## src/design/handheld_console_memory_bus_assert.svh

```systemverilog
// assertion macros for the memory bus decoder
// included by modules that carry concurrent checks
`ifndef HANDHELD_CONSOLE_MEMORY_BUS_ASSERT_SVH
`define HANDHELD_CONSOLE_MEMORY_BUS_ASSERT_SVH
`ifndef NO_ASSERTIONS
`define HCMB_ASSERT_IMP(label, clk_s, rstn_s, ante, cons) \
    label: assert property (@(posedge clk_s) disable iff (!rstn_s) (ante) |-> (cons)) \
        else $error("hcmb check failed");
`define HCMB_ASSERT_NXT(label, clk_s, rstn_s, ante, cons) \
    label: assert property (@(posedge clk_s) disable iff (!rstn_s) (ante) |=> (cons)) \
        else $error("hcmb check failed");
`else
`define HCMB_ASSERT_IMP(label, clk_s, rstn_s, ante, cons)
`define HCMB_ASSERT_NXT(label, clk_s, rstn_s, ante, cons)
`endif
`endif

```

## src/design/hcmb_pkg.sv

```systemverilog
// shared types, codes and tables of the memory bus decoder
// no dependencies
package hcmb_pkg;

    localparam int DEF_CART_BYTES  = 32768;
    localparam int DEF_BOOT_BYTES  = 256;
    localparam int DEF_COPY_LENGTH = 160;

    localparam int QUEUE_DEPTH = 2;

    typedef logic [1:0] func_t;
    localparam func_t FUNC_READ      = 2'd0;
    localparam func_t FUNC_WRITE     = 2'd1;
    localparam func_t FUNC_LOAD_CART = 2'd2;
    localparam func_t FUNC_LOAD_BOOT = 2'd3;

    typedef logic [3:0] region_t;
    localparam region_t REG_ROM    = 4'd0;
    localparam region_t REG_VRAM   = 4'd1;
    localparam region_t REG_ERAM   = 4'd2;
    localparam region_t REG_WRAM   = 4'd3;
    localparam region_t REG_OAM    = 4'd4;
    localparam region_t REG_UNUSED = 4'd5;
    localparam region_t REG_IO     = 4'd6;
    localparam region_t REG_HRAM   = 4'd7;
    localparam region_t REG_IE     = 4'd8;

    typedef struct packed {
        func_t       func;
        logic [15:0] addr;
        logic [7:0]  wdata;
        logic [7:0]  keys;
        logic [7:0]  div;
        logic [7:0]  line;
        logic [2:0]  stat;
        region_t     region;
    } item_t;

    typedef struct packed {
        logic valid;
        logic full;
    } q_status_t;

    localparam logic [7:0] IO_POWER_ON [128] = '{
        8'hCF, 8'h00, 8'h7E, 8'hFF, 8'h00, 8'h00, 8'h00, 8'hF8,
        8'hFF, 8'hFF, 8'hFF, 8'hFF, 8'hFF, 8'hFF, 8'hFF, 8'hE1,
        8'h80, 8'h3F, 8'h00, 8'hFF, 8'hBF, 8'hFF, 8'h3F, 8'h00,
        8'hFF, 8'hBF, 8'h7F, 8'hFF, 8'h9F, 8'hFF, 8'hBF, 8'hFF,
        8'hFF, 8'h00, 8'h00, 8'hBF, 8'h00, 8'h00, 8'h70, 8'hFF,
        8'hFF, 8'hFF, 8'hFF, 8'hFF, 8'hFF, 8'hFF, 8'hFF, 8'hFF,
        8'hFF, 8'hFF, 8'hFF, 8'hFF, 8'hFF, 8'hFF, 8'hFF, 8'hFF,
        8'hFF, 8'hFF, 8'hFF, 8'hFF, 8'hFF, 8'hFF, 8'hFF, 8'hFF,
        8'h00, 8'h84, 8'h00, 8'h00, 8'h00, 8'h00, 8'hFF, 8'hFC,
        8'hFF, 8'hFF, 8'h00, 8'h00, 8'hFF, 8'hFF, 8'hFF, 8'hFF,
        8'h00, 8'hFF, 8'hFF, 8'hFF, 8'hFF, 8'hFF, 8'hFF, 8'hFF,
        8'hFF, 8'hFF, 8'hFF, 8'hFF, 8'hFF, 8'hFF, 8'hFF, 8'hFF,
        8'hFF, 8'hFF, 8'hFF, 8'hFF, 8'hFF, 8'hFF, 8'hFF, 8'hFF,
        8'hFF, 8'hFF, 8'hFF, 8'hFF, 8'hFF, 8'hFF, 8'hFF, 8'hFF,
        8'hFF, 8'hFF, 8'hFF, 8'hFF, 8'hFF, 8'hFF, 8'hFF, 8'hFF,
        8'hFF, 8'hFF, 8'hFF, 8'hFF, 8'hFF, 8'hFF, 8'hFF, 8'hFF
    };

    function automatic region_t region_of(input logic [15:0] a);
        region_t r;
        if (a < 16'h8000)
            r = REG_ROM;
        else if (a < 16'hA000)
            r = REG_VRAM;
        else if (a < 16'hC000)
            r = REG_ERAM;
        else if (a < 16'hFE00)
            r = REG_WRAM;
        else if (a < 16'hFEA0)
            r = REG_OAM;
        else if (a < 16'hFF00)
            r = REG_UNUSED;
        else if (a < 16'hFF80)
            r = REG_IO;
        else if (a < 16'hFFFF)
            r = REG_HRAM;
        else
            r = REG_IE;
        return r;
    endfunction

endpackage

```

## src/design/hcmb_queue.sv

```systemverilog
// two-entry request queue between front and back end
// depends on hcmb_pkg
module hcmb_queue
    import hcmb_pkg::*;
(
    input  logic      clk,
    input  logic      rst_n,
    input  logic      push,
    input  item_t     push_item,
    input  logic      pop,
    output item_t     head,
    output q_status_t q_stat
);

    item_t      entry_reg [QUEUE_DEPTH];
    logic       wr_ptr_reg, wr_ptr_next;
    logic       rd_ptr_reg, rd_ptr_next;
    logic [1:0] count_reg, count_next;

    always_comb
    begin
        wr_ptr_next = push ? ~wr_ptr_reg : wr_ptr_reg;
        rd_ptr_next = pop ? ~rd_ptr_reg : rd_ptr_reg;
        count_next  = count_reg + {1'b0, push} - {1'b0, pop};
    end

    always_ff @(posedge clk or negedge rst_n)
    begin
        if (!rst_n)
        begin
            wr_ptr_reg <= 1'b0;
            rd_ptr_reg <= 1'b0;
            count_reg  <= 2'd0;
        end
        else
        begin
            wr_ptr_reg <= wr_ptr_next;
            rd_ptr_reg <= rd_ptr_next;
            count_reg  <= count_next;
        end
    end

    always_ff @(posedge clk)
    begin
        if (push)
            entry_reg[wr_ptr_reg] <= push_item;
    end

    assign head         = entry_reg[rd_ptr_reg];
    assign q_stat.valid = count_reg != 2'd0;
    assign q_stat.full  = count_reg == 2'(QUEUE_DEPTH);

endmodule

```

## config.mk

```make
export PLATFORM = sky130hd
export DESIGN_NAME = hcmb_queue
export DESIGN_NICKNAME = d
export VERILOG_FILES = /design/src/design/handheld_console_memory_bus_assert.svh /design/src/design/hcmb_pkg.sv /design/src/design/hcmb_queue.sv
export SDC_FILE = /design/constraint.sdc
export NUM_CORES = 1
export LEC_CHECK = 0
export ABC_AREA = 1
export CAP_MARGIN = 20
export CORE_MARGIN = 2
export CORE_UTILIZATION = 58
export DETAILED_ROUTE_END_ITERATION = 7
export DONT_BUFFER_PORTS = 1
export GPL_TIMING_DRIVEN = 0
export PLACE_DENSITY = 0.85
export SLEW_MARGIN = 30
export SYNTH_ARGS = -nofsm -noshare
export SYNTH_HDL_FRONTEND = slang
export SYNTH_SLANG_ARGS = --single-unit
```

## constraint.sdc

```tcl
create_clock -name clk -period 8 [get_ports clk]
set_input_delay 0.8 -clock clk [delete_from_list [all_inputs] [get_ports clk]]
set_output_delay 0.8 -clock clk [all_outputs]
set_load 0.02 [all_outputs]
```

## Yosys cells after proc, flatten, opt, wreduce, memory -nomap -nowiden

Memories as Yosys holds them, arrays and structs flattened.
Cells that the tools add are included.

| operators by class | value |
|---|---|
| $add $sub $neg | 2 |
| equal/unequal tests | 1 |
| multiplexer cells | 2 |
| bitwise operators | 2 |
| reductions and logical operators | 1 |

Operators by type and width:

| cell | number |
|---|---|
| $add 2x1->2 | 1 |
| $eq 2x2->1 const B | 1 |
| $mux 1 | 2 |
| $not 1->1 | 2 |
| $reduce_bool 2->1 | 1 |
| $sub 2x1->2 | 1 |

| word-level totals | value |
|---|---|
| bits in registers | 4 |
| RAM bits | 114 |
| memories | 1 |

Memories:

| memory | depth | width | rd ports | clocked after memory_dff | write ports | RTL line | text |
|---|---|---|---|---|---|---|---|
| entry_reg | 2 | 57 | 1 | 0 | 1 | hcmb_queue.sv:15 | `item_t entry_reg [QUEUE_DEPTH];` |

## Depth between registers and ports, before layout

Gate-level depths: netlist of run 1.

| depth | value |
|---|---|
| depth after elaboration | 2 |
| mapped depth | 7 |
| depth with buffers taken out | 7 |

## Worst setup path after synthesis of run 1

OpenSTA, ideal clock, no wires.

| timing path | value |
|---|---|
| kind | input to register |
| from | input push |
| to | memory entry_reg[0][0] (netlist bit), enable pin |
| setup time | 0.473 ns |
| data arrival time | 3.232 ns |
| data required time | 7.527 ns |
| slack | 4.295 ns |
| stages on the path | 2 |
| path buffers | 0 |
| cells stage by stage | inv_1 > nor2_1 |

| between the ends | value |
|---|---|
| longest elaborated chain between the ends | 2 |

RTL lines:

| element | RTL line | text |
|---|---|---|
| from (decl) | hcmb_queue.sv:8 | `input logic push,` |
| $mux 1 | hcmb_queue.sv:45 | `if (push)` |
| $mux 1 (not written as such) | hcmb_queue.sv:46 | `entry_reg[wr_ptr_reg] <= push_item;` |
| to (decl) | hcmb_queue.sv:15 |  |

No other way between the ends.

==> impl_results.md, run 1 <==
* Worst hold start: push
* Die area at 0.00906 mm^2
* IO Pins at 120
* PD cells at 416 mW/mm^2
* # DRC at 0
* Initial DRC count at 114
* Nets at 409
* Final ANT Viol Nets at 0
* Crit path capture: head[0]
* # Max-Cap Violations at 0
* Vias per inst at 5.10
* CTS tree: yes
* Worst Hold Class: input port to flip-flop
* Crit-path slowest cell: o21ai_0
* CP startpoint: rd_ptr_reg
* Non-Filler Instances at 464
* Clock Skew at 0.00726 ns
* Die Ht at 95.2 um
* Yosys cell types at 16
* Worst EP required at 7.20 ns
* Drt first pass iters at 4
* CP max stage delay at 0.61 ns
* Worst-Margin Slew at 0.743 ns
* Max layer used: met4
* Final setup viols at 0
* Critical-path cell list: buf_6, buf_12, o21ai_0
* CTS H-tree lvls at 4
* Share of the synthesized area in the top cell type at 71.0%
* Met3 wire length at 789 um
* Core Area at 0.00813 mm^2
* Inserted Diodes at 0
* CP startpoint kind: flip-flop
* Initial antenna violation count at 0
* FF-to-FF End: entry_reg[0][5]
* Reg2Reg Depth at 2
* Max-slew headroom at 49.9%
* Worst VDD drop at 0.224 mV
* Tot GR Track Use at 18.3%
* Final worst path period share at 31.9%
* CTS buffer count at 17
* Port-buffer cells at 0
* Final Power at 2.33 mW
* CP Depth at 3
* Post-synthesis register bit count at 118
* Flop2flop setup slack at 6.43 ns
* Setup CP Type: flip-flop to primary output
* Critical Path End Type: primary output
* DP Cell Count at 431
* Die Wd at 95.2 um
* Setup repair after global routing missed its margin: false
* Top_reg_cell synth: edfxtp_1
* Run status: finished, final reports clean
* Avg WL per Cell at 16.8 um
* Ys Warns at 0
* Largest net degree at the start of global routing at 38
* Achievable Freq at 392 MHz
* Core Rows at 33
* Reg clk slew, reported paths at 0.05 ns
* Utilization after layout at 68.9%
* Clk Latency, worst-skew pair at 0.49 ns
* Vias in the first global route at 2485
* Placer Congestion at 0.625
* First-pass GRT wire length at 11900 um
* Synth top cells by count: 114 x edfxtp_1, 64 x inv_1, 50 x nand2_2, 50 x o21ai_2, 14 x nand2_1
* Worst hold slack at 0.395 ns
* Async S/R FF share, synth at 3.39%
* CP arrival at 1.75 ns
* Tmin final at 2.55 ns
* CP bufs+invs at 2
* Clk buf depth at 2
* Synth Cell Area at 0.00482 mm^2
* Critical path's top delay family: compound AO/OA/AOI/OAI gates
* Met1 Wirelength at 2760 um
* Initial Util at 59.3%
* Drt total wl at 7780 um
* Post-synth EDFFs at 114
* P&R area growth vs syn at 16.2%
* Synth area leader: edfxtp_1
* Synthesized area per cell at 14.9 um^2
* R2R Path Start: wr_ptr_reg
* Sequential-to-total area share from yosys stat at 73.1%
* Fin. max-slew vios at 0
* Fillers at 540
* Syn_nets at 386
* WL met2 at 4120 um
* HPWL after DPL at 5390 um
* CTS sink cnt at 118
* Final Hold Fails at 0
* GR Overflow Total at 0
* Share of cells above drive strength 1 at 41.2%
* Crit Path Max Fanout at 10
* Top-count cell post-synth: edfxtp_1
* Leak at 2.18 nW
* Largest register FFs at 114
* CTS Root Cell: clkbuf_8
* Setup TNS Final at 0 ns
* Top cells by area, synth: edfxtp_1 71%, o21ai_2 9.1%, nand2_2 6.5%, inv_1 5.0%, buf_12 2.5%
* Mapped Cells at 323
* DR vias at 2365
## layout by cell type, fill, tap and decap left out, types with 2 or more instances in the layout
cell type and instances:
buf_12 7, buf_16 2, buf_2 5, bufinv_16 2, clkbuf_16 16, clkinv_2 5
clkinv_4 2, clkinvlp_4 4, dfrtp_1 4, edfxtp_1 114, ha_1 2, inv_1 63
nand2_1 14, nand2_2 50, o21ai_0 5, o21ai_1 2, o21ai_2 50, xor2_1 2
## metal layers
metal	GRT usage, %	vias up
li1	-	1139
met3	10.5	8
met4	7.97	0
met1	17.7	1130
met2	31.7	88
met5	0	-
## worst min path at each step
stage	end	slack [ns]	cells past startpoint
CTS	wr_ptr_reg	0.37	1
floorplan	wr_ptr_reg	0.46	1
global placement	wr_ptr_reg	0.48	1
finish	wr_ptr_reg	0.40	1
detailed placement	wr_ptr_reg	0.50	0
global route	wr_ptr_reg	0.36	1
## kinds of logic (layout without fill, tap and decap cells)
kind of cell / count (synthesis) / after routing / synth area share, %
adders and majority gates: 2 / 2 / 0.519
buffers and inverters: 77 / 113 / 8.38
AOI/OAI and AO/OA: 57 / 57 / 9.81
and+or+nand+nor: 67 / 67 / 7.84
xor gates and xnor gates: 2 / 2 / 0.363
DFF: 118 / 118 / 73.1
## what timing repair did
item / CTS / global route
hold buffers: 1 / 0
gates resized for setup: 0 / 0
hold endpoints to repair: 4 / 0
buffers inserted: 0 / 0
## through the flow
step,setup WS (ns),instance area [um^2]
after floorplan,4.29,4820
after global placement,3.19,4950
after detailed placement,5.93,5040
after CTS,5.40,5600
after global routing,5.36,5600
final,5.45,5600
## worst reg2reg max path: cells and delay by family, from the launching register on
family	cells	cell delay, ns
buffers and inverters	1	0.25
AND/OR/NAND/NOR	1	0.59
flip-flops	1	0.43
## report_power, final
part           internal, mW  switching (mW)  leakage [nW]
sequential            0.823          0.0378          1.12
clock                 0.439           0.250         0.264
combinational         0.226           0.553         0.798
total                  1.49           0.841          2.18
## layout make-up
| cell class | instances | area [um^2] | share of cell area (%) |
|---|---|---|---|
| plain buffers | 13 | 164 | 2.93 |
| clock buffers | 18 | 418 | 7.46 |
| clock inverters | 14 | 136 | 2.43 |
| inverters | 64 | 243 | 4.33 |
| multi-input cells | 128 | 901 | 16.1 |
| flip-flops and latches | 118 | 3520 | 62.9 |
| well taps | 105 | 131 | 2.35 |
| repair buffers | 4 | 85.1 | 1.52 |
Power figures use the tool's default switching activity.
==> inputs of run 2 (changes only) <==
clock period = 2.6 ns   (was 8 ns; I/O delays follow)
==> impl_results.md, run 2 (synthesis results as in run 1) <==
* Worst-Margin Slew at 0.807 ns
* Largest net degree at the start of global routing at 36
* Drt total wl at 8770 um
* Core Area at 0.00813 mm^2
* CTS buffer count at 17
* Worst Hold Class: input port to asynchronous set/reset pin
* Achievable Freq at 477 MHz
* DR vias at 2657
* Drt first pass iters at 4
* Clk Latency, worst-skew pair at 0.50 ns
* P&R area growth vs syn at 28.7%
* Inserted Diodes at 0
* Vias in the first global route at 2829
* CTS sink cnt at 118
* Final Power at 7.33 mW
* Initial DRC count at 107
* Nets at 468
* Critical Path End Type: primary output
* Most common cell after layout, fill and taps aside: edfxtp_1
* Final worst path period share at 80.6%
* Clk buf depth at 2
* Initial Util at 59.3%
* Final ANT Viol Nets at 0
* CP arrival at 1.84 ns
* Die Wd at 95.2 um
* CP startpoint kind: flip-flop
* Tot GR Track Use at 20.4%
* IO Pins at 120
* Final Hold Fails at 0
* R2R Path Start: wr_ptr_reg
* Worst VDD drop at 0.658 mV
* CTS tree: yes
* Comb power frac at 34.2%
* Leak at 2.43 nW
* Sequential share of power at 36.2%
* Reg clk slew, reported paths at 0.06 ns
* Final setup viols at 0
* DP Cell Count at 431
* PD cells at 1180 mW/mm^2
* Placer Congestion at 0.661
* GR Overflow Total at 0
* Die area at 0.00906 mm^2
* Worst hold slack at 0.0318 ns
* Setup repair after global routing missed its margin: false
* Avg WL per Cell at 16.8 um
* Run status: finished, final reports clean
* CTS Root Cell: clkbuf_8
* CTS H-tree lvls at 4
* Die Ht at 95.2 um
* Tmin final at 2.10 ns
* Post-CTS resize count at 0
* Share of cells above drive strength 1 at 35.6%
* Crit Path Max Fanout at 10
* Psw at 2.68 mW
* Core Rows at 33
* Int Pwr at 4.65 mW
* Non-Filler Instances at 523
* Fin. max-slew vios at 0
* Setup CP Type: flip-flop to primary output
* Port-buffer cells at 0
* Max-slew headroom at 45.6%
* Vias per inst at 5.08
* First-pass GRT wire length at 13400 um
* Clock Skew at 0.00739 ns
* Initial antenna violation count at 0
* # Max-Cap Violations at 0
* Clock share of power at 29.6%
* Most frequent cells in the layout: 114 x edfxtp_1, 63 x inv_1, 60 x dlygate4sd3_1
* CP startpoint: rd_ptr_reg
* Worst EP required at 2.34 ns
* # DRC at 0
* Switching part of the total at 36.6%
* Largest register FFs at 114
* HPWL after DPL at 5440 um
run 2: changes by cell type in the layout (fill, tap and decap cells not counted):
cell,previous run,this run
clkinv_2,5,3
clkbuf_1,1,0
inv_6,0,3
dlygate4sd3_1,1,60
run 2: final cells by class:
| cell class | count | area (um^2) |
|---|---|---|
| multi-input cells | 128 | 901 |
| plain buffers | 13 | 164 |
| clock buffers | 17 | 414 |
| fillers | 461 | 1930 |
| repair buffers | 63 | 676 |
| inverters | 64 | 243 |
| well taps | 105 | 131 |
| flip-flops and latches | 118 | 3520 |
| clock inverters | 15 | 153 |
run 2: worst max-delay path: stages (launching register included):
cell	delay (ns)
dfrtp_1	0.38
buf_6	0.14
buf_12	0.15
o21ai_0	0.65
run 2: layer usage:
layer | global-route usage (%) | up-vias | wire length (um)
li1 | - | 1267 | -
met1 | 20.6 | 1283 | 3190
met2 | 37.9 | 93 | 4840
met3 | 7.11 | 14 | 622
met4 | 8.82 | 0 | 121
met5 | 0 | - | 0
run 2: through the flow:
stage / setup WS [ns] / cell area [um^2] / util [%] / TNS, ns
global route: 0.456 / 6200 / 76.3 / 0
floorplan: 0.277 / 4820 / - / 0
global placement: -0.447 / 4950 / 60.9 / -25.34
CTS: 0.497 / 6200 / 76.3 / 0
finish: 0.505 / 6200 / 76.3 / 0
detailed placement: 1.01 / 5040 / 61.9 / 0
run 2: repair_timing:
action	4_1_cts	5_1_grt
endpoints found under the setup margin	0	0
hold buffers	60	0
buffers inserted	0	0
hold endpoints to repair	121	0
run 2: worst paths after layout:
check                                   to  slack [ns]  cells after the start
setup / recovery                   head[0]        0.50                      3
hold / removal                  wr_ptr_reg        0.03                      1
setup reg to reg           entry_reg[0][5]        1.00                      2
hold reg to reg                 wr_ptr_reg        0.54                      1
max in group asynchronous     count_reg[0]        2.39                      1
min in group clk              count_reg[0]        0.16                      3
run 2: power by group through the flow:
stage / registers (mW) / logic, mW / clock network [mW]
finish: 2.65 / 2.51 / 2.17
global placement: 2.69 / 2.31 / 0
global route: 2.68 / 2.71 / 2.30
floorplan: 2.67 / 2.02 / 0
CTS: 2.65 / 2.54 / 2.20
detailed placement: 2.69 / 2.44 / 0
