===== src/design/handheld_console_memory_bus_assert.svh =====
// assertion macros for the memory bus decoder
// included by modules that carry concurrent checks
`ifndef HANDHELD_CONSOLE_MEMORY_BUS_ASSERT_SVH
`define HANDHELD_CONSOLE_MEMORY_BUS_ASSERT_SVH
`ifndef NO_ASSERTIONS
`define HCMB_ASSERT_IMP(label, clk_s, rstn_s, ante, cons) \
    label: assert property (@(posedge clk_s) disable iff (!rstn_s) (ante) |-> (cons)) \
        else $error("hcmb check failed");
`define HCMB_ASSERT_NXT(label, clk_s, rstn_s, ante, cons) \
    label: assert property (@(posedge clk_s) disable iff (!rstn_s) (ante) |=> (cons)) \
        else $error("hcmb check failed");
`else
`define HCMB_ASSERT_IMP(label, clk_s, rstn_s, ante, cons)
`define HCMB_ASSERT_NXT(label, clk_s, rstn_s, ante, cons)
`endif
`endif


===== src/design/hcmb_pkg.sv =====
// shared types, codes and tables of the memory bus decoder
// no dependencies
package hcmb_pkg;

    localparam int DEF_CART_BYTES  = 32768;
    localparam int DEF_BOOT_BYTES  = 256;
    localparam int DEF_COPY_LENGTH = 160;

    localparam int QUEUE_DEPTH = 2;

    typedef logic [1:0] func_t;
    localparam func_t FUNC_READ      = 2'd0;
    localparam func_t FUNC_WRITE     = 2'd1;
    localparam func_t FUNC_LOAD_CART = 2'd2;
    localparam func_t FUNC_LOAD_BOOT = 2'd3;

    typedef logic [3:0] region_t;
    localparam region_t REG_ROM    = 4'd0;
    localparam region_t REG_VRAM   = 4'd1;
    localparam region_t REG_ERAM   = 4'd2;
    localparam region_t REG_WRAM   = 4'd3;
    localparam region_t REG_OAM    = 4'd4;
    localparam region_t REG_UNUSED = 4'd5;
    localparam region_t REG_IO     = 4'd6;
    localparam region_t REG_HRAM   = 4'd7;
    localparam region_t REG_IE     = 4'd8;

    typedef struct packed {
        func_t       func;
        logic [15:0] addr;
        logic [7:0]  wdata;
        logic [7:0]  keys;
        logic [7:0]  div;
        logic [7:0]  line;
        logic [2:0]  stat;
        region_t     region;
    } item_t;

    typedef struct packed {
        logic valid;
        logic full;
    } q_status_t;

    localparam logic [7:0] IO_POWER_ON [128] = '{
        8'hCF, 8'h00, 8'h7E, 8'hFF, 8'h00, 8'h00, 8'h00, 8'hF8,
        8'hFF, 8'hFF, 8'hFF, 8'hFF, 8'hFF, 8'hFF, 8'hFF, 8'hE1,
        8'h80, 8'h3F, 8'h00, 8'hFF, 8'hBF, 8'hFF, 8'h3F, 8'h00,
        8'hFF, 8'hBF, 8'h7F, 8'hFF, 8'h9F, 8'hFF, 8'hBF, 8'hFF,
        8'hFF, 8'h00, 8'h00, 8'hBF, 8'h00, 8'h00, 8'h70, 8'hFF,
        8'hFF, 8'hFF, 8'hFF, 8'hFF, 8'hFF, 8'hFF, 8'hFF, 8'hFF,
        8'hFF, 8'hFF, 8'hFF, 8'hFF, 8'hFF, 8'hFF, 8'hFF, 8'hFF,
        8'hFF, 8'hFF, 8'hFF, 8'hFF, 8'hFF, 8'hFF, 8'hFF, 8'hFF,
        8'h00, 8'h84, 8'h00, 8'h00, 8'h00, 8'h00, 8'hFF, 8'hFC,
        8'hFF, 8'hFF, 8'h00, 8'h00, 8'hFF, 8'hFF, 8'hFF, 8'hFF,
        8'h00, 8'hFF, 8'hFF, 8'hFF, 8'hFF, 8'hFF, 8'hFF, 8'hFF,
        8'hFF, 8'hFF, 8'hFF, 8'hFF, 8'hFF, 8'hFF, 8'hFF, 8'hFF,
        8'hFF, 8'hFF, 8'hFF, 8'hFF, 8'hFF, 8'hFF, 8'hFF, 8'hFF,
        8'hFF, 8'hFF, 8'hFF, 8'hFF, 8'hFF, 8'hFF, 8'hFF, 8'hFF,
        8'hFF, 8'hFF, 8'hFF, 8'hFF, 8'hFF, 8'hFF, 8'hFF, 8'hFF,
        8'hFF, 8'hFF, 8'hFF, 8'hFF, 8'hFF, 8'hFF, 8'hFF, 8'hFF
    };

    function automatic region_t region_of(input logic [15:0] a);
        region_t r;
        if (a < 16'h8000)
            r = REG_ROM;
        else if (a < 16'hA000)
            r = REG_VRAM;
        else if (a < 16'hC000)
            r = REG_ERAM;
        else if (a < 16'hFE00)
            r = REG_WRAM;
        else if (a < 16'hFEA0)
            r = REG_OAM;
        else if (a < 16'hFF00)
            r = REG_UNUSED;
        else if (a < 16'hFF80)
            r = REG_IO;
        else if (a < 16'hFFFF)
            r = REG_HRAM;
        else
            r = REG_IE;
        return r;
    endfunction

endpackage


===== src/design/hcmb_front.sv =====
// front end: unpacks requests, classifies the address region, pushes to the queue
// depends on hcmb_pkg
module hcmb_front
    import hcmb_pkg::*;
(
    input  logic        s_tvalid,
    output logic        s_tready,
    input  logic [55:0] s_tdata,
    input  logic [1:0]  s_tuser,
    input  logic        busy,
    input  q_status_t   q_stat,
    output logic        push,
    output item_t       push_item
);

    always_comb
    begin
        push_item.func   = s_tuser;
        push_item.addr   = s_tdata[15:0];
        push_item.wdata  = s_tdata[23:16];
        push_item.keys   = s_tdata[31:24];
        push_item.div    = s_tdata[39:32];
        push_item.line   = s_tdata[47:40];
        push_item.stat   = s_tdata[50:48];
        push_item.region = region_of(s_tdata[15:0]);
    end

    // no requests while the stores are being cleared or the queue is full
    assign s_tready = !q_stat.full && !busy;
    assign push     = s_tvalid && s_tready;

endmodule


===== config.mk =====
export PLATFORM = sky130hd
export DESIGN_NAME = hcmb_front
export DESIGN_NICKNAME = d
export VERILOG_FILES = /design/src/design/handheld_console_memory_bus_assert.svh /design/src/design/hcmb_pkg.sv /design/src/design/hcmb_front.sv
export SDC_FILE = /design/constraint.sdc
export NUM_CORES = 1
export LEC_CHECK = 0
export BUFFER_PORTS_ARGS = -buffer_cell sky130_fd_sc_hd__clkbuf_2
export CORE_ASPECT_RATIO = 1.5
export CORE_MARGIN = 4
export CORE_UTILIZATION = 21
export DETAILED_ROUTE_END_ITERATION = 8
export PLACE_DENSITY = 0.91
export SLEW_MARGIN = 10
export SYNTH_ARGS = -nofsm -noshare
export SYNTH_HDL_FRONTEND = slang
export SYNTH_SLANG_ARGS = --single-unit

===== constraint.sdc =====
create_clock -name vclk -period 0.85
set_input_delay 0.2125 -clock vclk [all_inputs]
set_output_delay 0.2125 -clock vclk [all_outputs]
set_load 0.01 [all_outputs]

Word level (Yosys, flattened, before mapping) --
Index checks and enable logic that the tools add are counted.
Storage, ports and cells: register bits 0, input port bits 62, output and inout port bits 59, logic and storage cells 20
Operators by class: $lt $le $gt $ge 8, muxes and demuxes 8, reductions and logical operators 4
Operators with widths (count):
- 16-bit < comparator, second input constant | 8
- 4-bit two-way mux | 8
- 1-bit logical AND | 2
- 1-bit logical NOT | 2

Longest topological paths before layout --
Gate-level depths: netlist (run 1).
depth in word-level cells 9, depth in mapped cells 3, mapped depth without buffers 3

Least setup slack after synthesis (run 1) --
OpenSTA, ideal clock, no wires.
path type input port to output port, start input s_tdata[12], end output push_item[2] (netlist bit), arrival time 0.712 ns, required time 0.637 ns, path slack -0.075 ns, stages 3, path through nand4_1 > nor2_2 > a21boi_1
RTL lines:
- start: declaration | line hcmb_front.sv:8 | input logic [55:0] s_tdata,
- end: declaration | line hcmb_front.sv:13 | output item_t push_item

==> results of run 1 <==
==> Yosys cell counts <==
master	number
and3_2	1
inv_1	1
a21boi_1	1
o21ai_0	4
o31a_1	1
and2_1	1
nor2_2	1
nand4_1	4
a21oi_1	2
nor2_1	2
buf_4	53
nand3_1	1
==> report_power, final <==
part / leakage, nW / internal [mW] / switching [mW]
Sequential: 0 / 0 / 0
Clock: 0 / 0 / 0
Combinational: 0.253 / 0.111 / 0.0944
==> final timing paths <==
path,endpoint,slack (ns),cells after the start
max,push_item[0],-0.27,5
min,push_item[17],0.43,0
==> layout make-up <==
class | count | area [sq um]
fillers | 265 | 1800
inverters | 1 | 3.75
multi-input cells | 18 | 129
well taps | 23 | 28.8
repair buffers | 48 | 302
==> cell families after synthesis <==
| family | count (synthesis) | share of synthesized area [%] |
|---|---|---|
| AOI/OAI and AO/OA | 8 | 9.16 |
| buffers and inverters | 54 | 79.5 |
| and+or+nand+nor | 10 | 11.4 |
==> what timing repair did <==
item                                    4_1_cts  5_1_grt
endpoints found under the setup margin        5        5
pin swaps                                     4        6
gates resized for setup                       3       12
==> stage by stage <==
stage	cell area [sq um]	total power [mW]
floorplan	515	0.283
global placement	404	0.182
detailed placement	404	0.185
CTS	407	0.188
global route	463	0.225
finish	463	0.205
==> routing by layer <==
layer / up-vias / global-route usage, %
met5: - / 0
met1: 161 / 5.74
met3: 30 / 4.21
met2: 42 / 9.44
met4: 0 / 9.09
li1: 174 / -
==> run metrics, run 1 <==
violated checks negative setup slack; post-synthesis average cell area roughly 7.0 sq um; CP cell instances clkbuf_2, o31a_1, o21ai_1, a21oi_1, clkbuf_2; setup_tns -1.02 ns; crit start category primary input; Syn Inst Count 72; largest net degree at the start of global routing 5; Starting Density 22.4%; share of cells above drive strength 1 80.6%; most common cell after layout, fill and taps aside clkbuf_2; crit path time final 1.12 ns; DRC Markers 0; num sequential 0; power density over the cells 443 mW/mm^2; Final Cycle Share 132%; total track usage 6.93%; max layer used met4; clock buf count 0; Synth area leader buf_4; crit end category primary output; worst path buffer plus inverter count 2; DR WL met3 279 um; DRT Pass-1 Iters 3; setup repair bufs after CTS 0; Die Span X 48.1 um; post-synth top area share 78.7%; core area 0.00226 sq mm; worst setup margin -0.272 ns; GRT overflow 0; top post-synthesis cells by area buf_4 (79%), nand4_1 (5.0%), o21ai_0 (4.0%); drt wl/cell between 10 and 15 um; critical path class in -> out; antenna violations before repair 0; Port-buffer cells 41; CP Launch Point s_tdata[8]; row count 21; Final Hold Vio Count 0; Final ANT Viol Nets 0; first-pass GRT wire length 1640 um; Final setup viols 4; RSZ-0062 raised after global routing true; Slew HR a little under 90%; Arrival @ worst endpoint slightly above 0.9 ns; worst-margin pin slew 0.179 ns; I/O pin count 121; Core Util, Final 20.5%; Unique masters post-synth 12; DRT met1 WL ~320 um; HP Class in -> out; critical path's top delay family compound AO/OA/AOI/OAI gates; cts hold-fix bufs 0; status finished, violations left; Max-Cap Viols 0; placed cell count 90; Mapped Area 505 sq um; post-place setup slack -0.339 ns; Seq/Total Area, Yosys 0%; GP Congestion 0.564; Via-to-Cell Ratio 4.52; commonest cells after routing, fill and taps aside clkbuf_2 (34), buf_6 (7), buf_4 (7), nand4_1 (4); Syn. warnings 0; final instance count without filler cells 90; Peak VDD IR 0.120 mV; min-delay src s_tdata[34]; Storage cell area 0 sq um; metal2 WL between 500 and 600 um; CP required about 0.64 ns; initial DRC count 1; Vias ~400; Final Net Count about 130; die area 0.00327 sq mm; Die H 68.1 um; hpwl dp roughly 1200 um; Critical Path Max Stage Delay 0.28 ns; antenna cell count 0; crit path max fanout 4; Max Slew Vio Count 0; most frequent CP cell clkbuf_2; routed wire length ~1300 um; vias in the first global route between 300 and 400; syn_nets 134; fmax 891 MHz; Layout area overhead -8.42%; slowest CP cell o31a_1; Min Hold Slack around 0.43 ns; Leak 0.253 nW
No activity file was read; power rests on OpenSTA's default activity.
==> run 2: changes to the inputs <==
--- a/config.mk
+++ b/config.mk
@@ -8,9 +8,10 @@
 export BUFFER_PORTS_ARGS = -buffer_cell sky130_fd_sc_hd__clkbuf_2
 export CORE_ASPECT_RATIO = 1.5
 export CORE_MARGIN = 4
-export CORE_UTILIZATION = 21
+export CORE_UTILIZATION = 23
 export DETAILED_ROUTE_END_ITERATION = 8
-export PLACE_DENSITY = 0.91
+export PLACE_DENSITY = 0.94
+export SETUP_SLACK_MARGIN = 0.05
 export SLEW_MARGIN = 10
 export SYNTH_ARGS = -nofsm -noshare
 export SYNTH_HDL_FRONTEND = slang
==> constraint.sdc (replaced) <==
create_clock -name vclk -period 1.2
set_input_delay 0.3 -clock vclk [all_inputs]
set_output_delay 0.3 -clock vclk [all_outputs]
set_load 0.01 [all_outputs]
==> run 2 against run 1 <==
Net effect:
- die area shrank 7.5%
- the run still ends with negative setup slack left
- critical path type unchanged
- power is 29% lower
- first-iteration DRC count increased to 6.0 times the previous value
- cell count up 1.1%
- largest power group unchanged
- global-route usage is 0.39 points lower
- critical path depth rose by 1
- sequential share of layout area stayed put
- count of clock-buffer cells in the layout unchanged
- setup slack improved by 0.19 ns
- hold slack improved by 0.18 ns
- combinational power is 29% lower
==> run metrics, run 2 (synthesis gave the netlist of run 1 again) <==
CP cell instances buf_6, nand4_1, nor2_2, buf_4, a21boi_2, buf_2; power density over the cells about 310 mW/mm^2; worst-margin pin slew about 0.17 ns; most common cell after layout, fill and taps aside clkbuf_2; row count 20; worst path buffer plus inverter count 3; GP Congestion 0.598; clock buf count 0; slowest CP cell nor2_2; Max Slew Vio Count 0; first-pass GRT wire length 1570 um; crit end category primary output; DRC Markers 0; post-place setup slack -0.126 ns; Final Cycle Share 107%; CP Launch Point s_tdata[1]; final instance area between 400 and 500 sq um; routed wire length roughly 1100 um; core area 0.00205 sq mm; Port-buffer cells 41; Slew HR 88.7%; Starting Density approximately 25%; die area 0.00303 sq mm; Storage cell area 0 sq um; Max-Cap Viols 0; Layout area overhead -7.92%; Leak 0.263 nW; crit path max fanout 3; share of cells above drive strength 1 78.3%; fmax 777 MHz; GRT overflow 0; Final ANT Viol Nets 0; total track usage 6.54%; min-delay src s_tdata[24]; Final setup viols 4; area post-placement 400 sq um; violated checks negative setup slack; HP Class in -> out; CP required ~0.9 ns; crit start category primary input; Final Hold Vio Count 0; Final Net Count 133; Die H 65.4 um; num sequential 0; Vias 403; multi-input logic area 114 sq um; antenna cell count 0; total power 0.146 mW; vias in the first global route roughly 380; commonest cells after routing, fill and taps aside clkbuf_2 (32), buf_4 (9), buf_6 (6), nand4_1 (4); Min Hold Slack 0.600 ns; status finished, violations left; largest net degree at the start of global routing 5; Critical Path Max Stage Delay 0.17 ns; critical path's top delay family simple AND/OR/NAND/NOR gates; critical path class in -> out; RSZ-0062 raised after global routing true; antenna violations before repair 0; I/O pin count between 100 and 150; Peak VDD IR ~0.13 mV; crit path time final 1.29 ns; Arrival @ worst endpoint 0.99 ns; Via-to-Cell Ratio between 4 and 5; drt wl/cell roughly 12 um; initial DRC count 6; worst setup margin -0.0865 ns; DRT Pass-1 Iters 4; Die Span X 46.3 um; fill count 237
[run 2: cell types whose count changed in the layout (fill, tap and decap cells not counted), sizes merged]
cell / before / now
buf: 14 / 18
clkbuf: 34 / 32
[run 2: final timing paths]
| kind | cells past startpoint | to | slack, ns |
|---|---|---|---|
| max | 6 | push_item[2] | -0.09 |
| min | 0 | push_item[23] | 0.60 |
[run 2: cell type report]
type | count | area share (%)
timing repair buffer | 50 | 68.8
multi-input combinational | 18 | 24.5
tap | 22 | 5.91
inverter | 1 | 0.806
[run 2: per-layer routing]
metal | routed length [um] | vias to the layer above | track usage, %
met2 | 500 | 40 | 11.9
met4 | 58 | 0 | 3.20
met5 | 0 | - | 0
li1 | - | 179 | -
met1 | 282 | 166 | 4.92
met3 | 283 | 18 | 4.11
[run 2: per-stage QoR]
step / util [%] / std cells / setup TNS (ns)
4_1_cts: 20.2 / 91 / -0.367
3_3_place_gp: 19.5 / 90 / -0.404
6_report: 22.7 / 91 / -0.270
3_5_place_dp: 19.5 / 90 / -0.386
5_1_grt: 22.7 / 91 / -0.674
2_1_floorplan: - / 72 / 0
[run 2: timing repair]
| item | CTS | global route |
|---|---|---|
| endpoints found under the setup margin | 4 | 4 |
| hold buffers | 0 | 0 |
| buffers inserted | 1 | 0 |
| gates resized for setup | 2 | 18 |
| pin swaps | 5 | 7 |
| gates cloned | 0 | 0 |
[run 2: power breakdown]
group | switching [mW] | total (mW) | leakage [nW] | internal (mW)
combinational | 0.0639 | 0.146 | 0.263 | 0.0821
sequential | 0 | 0 | 0 | 0
clock | 0 | 0 | 0 | 0
==> run 3: changes to the inputs <==
--- a/config.mk
+++ b/config.mk
@@ -6,11 +6,13 @@
 export NUM_CORES = 1
 export LEC_CHECK = 0
 export BUFFER_PORTS_ARGS = -buffer_cell sky130_fd_sc_hd__clkbuf_2
+export CELL_PAD_IN_SITES_DETAIL_PLACEMENT = 1
+export CELL_PAD_IN_SITES_GLOBAL_PLACEMENT = 2
 export CORE_ASPECT_RATIO = 1.5
 export CORE_MARGIN = 4
-export CORE_UTILIZATION = 23
+export CORE_UTILIZATION = 10
 export DETAILED_ROUTE_END_ITERATION = 8
-export PLACE_DENSITY = 0.94
+export PLACE_DENSITY = 0.95
 export SETUP_SLACK_MARGIN = 0.05
 export SLEW_MARGIN = 10
 export SYNTH_ARGS = -nofsm -noshare
==> run 3 against run 2 <==
Net effect:
- the flow still finishes with violations (negative setup slack)
- hold slack is essentially flat
- highest routed layer unchanged
- setup slack lost 0.011 ns
- critical path depth is the same
- count of clock-buffer cells in the layout is the same
- largest cell class unchanged
- combinational power grew 10%
- power grew 10%
- wire length grew 44%
- core utilization shrank 11 points
==> run metrics, run 3 (synthesis gave the netlist of run 1 again) <==
DRC Markers 0; Via-to-Cell Ratio 3.23; DRT Pass-1 Iters 2; worst-margin pin slew 0.150 ns; Starting Density between 10% and 20%; crit path max fanout 4; Final setup viols 4; CP Launch Point s_tdata[8]; HP Class in -> out; Layout area overhead 10.1%; antenna cell count 0; Arrival @ worst endpoint 1.00 ns; row count 31; Leak approximately 0.27 nW; GRT overflow 0; Clock power frac 0%; routed wire length 1620 um; internal power 0.0903 mW; critical path class in -> out; switch share 43.8%; core area just under 0.005 sq mm; clock buf count 0; RSZ-0062 raised after global routing true; Min Hold Slack around 0.60 ns; sw power 0.0704 mW; crit end category primary output; Final Cycle Share 108%; initial DRC count 2; multi-input logic area 124 sq um; power density over the cells 289 mW/mm^2; Storage cell area 0 sq um; commonest cells after routing, fill and taps aside clkbuf_2 (29), buf_6 (9), buf_4 (9), nand4_1 (4), o21ai_1 (3); fill count roughly 600; Final Net Count 133; hpwl dp 1400 um; I/O pin count 121; total track usage 4.43%; crit start category primary input; antenna violations before repair 0; worst setup margin -0.0972 ns; most common cell after layout, fill and taps aside clkbuf_2; share of cells above drive strength 1 79.7%; largest net degree at the start of global routing 6; Vias between 400 and 500; vias in the first global route 459; total power between 0.15 and 0.2 mW; crit path time final 1.30 ns; Peak VDD IR 0.0416 mV; placed cell count 132; Max Slew Vio Count 0; fmax just under 800 MHz; die area 0.00628 sq mm; final instance count without filler cells 135; register share of total power 0%; Port-buffer cells 41; Comb pwr share 100.0%; post-place setup slack -0.155 ns; Max-Cap Viols 0; GP Congestion between 0.5 and 0.6; drt wl/cell 12.0 um; violated checks negative setup slack; Die Span X 66.1 um; Final Hold Vio Count 0; critical path endpoint push_item[2]; Die H 95.1 um; CP required 0.90 ns; Final ANT Viol Nets 0; status finished, violations left; first-pass GRT wire length 2170 um; num sequential 0; Slew HR 89.9%
[run 3: changes by cell type in the layout (fill, tap and decap cells not counted), sizes merged]
cell | previous run | this run
clkbuf | 32 | 31
buf | 18 | 19
[run 3: routing by layer]
metal	wire length [um]	track usage, %	up-vias	share of wire, %
li1	-	-	176	-
met1	366	2.91	182	23
met2	683	7.78	46	42
met3	362	1.77	32	22
met4	206	5.93	0	13
met5	0	0	-	0
[run 3: metrics by stage]
stage               cell area [sq um]  setup TNS, ns  utilization [%]
global placement                  440         -0.465             9.08
detailed placement                440         -0.488             9.08
finish                            557         -0.274             11.5
CTS                               500         -0.386             10.3
floorplan                         505              0                -
global route                      557         -0.584             11.5
[run 3: how the worst min path moves through the flow]
stage | slack [ns] | end | depth (start not counted) | startpoint
2_1_floorplan | 0.65 | s_tready | 1 | q_stat[0]
3_3_place_gp | 0.60 | push_item[11] | 0 | s_tdata[44]
3_5_place_dp | 0.60 | push_item[11] | 0 | s_tdata[44]
4_1_cts | 0.60 | push_item[11] | 0 | s_tdata[44]
5_1_grt | 0.60 | push_item[55] | 0 | s_tuser[0]
6_report | 0.60 | push_item[20] | 0 | s_tdata[37]
[run 3: power by group through the flow]
stage | clock, mW | sequential, mW | combinational, mW
after floorplan | 0 | 0 | 0.200
after global placement | 0 | 0 | 0.131
after detailed placement | 0 | 0 | 0.134
after CTS | 0 | 0 | 0.149
after global routing | 0 | 0 | 0.177
final | 0 | 0 | 0.161
[run 3: timing repair]
action                                  4_1_cts  5_1_grt
endpoints found under the setup margin        4        4
pin swaps                                     7        7
hold buffers                                  0        0
resized for setup                            10       12
buffers inserted                              3        0
[run 3: cell type report]
type	instances	area share, %
multi-input cells	18	22.2
repair buffers	50	62.2
well taps	66	14.8
inverters	1	0.674
[run 3: critical path: stages]
cell      delay [ns]
clkbuf_8        0.11
nand4_1         0.15
nor2_2          0.14
buf_4           0.12
a21boi_2        0.04
buf_2           0.14
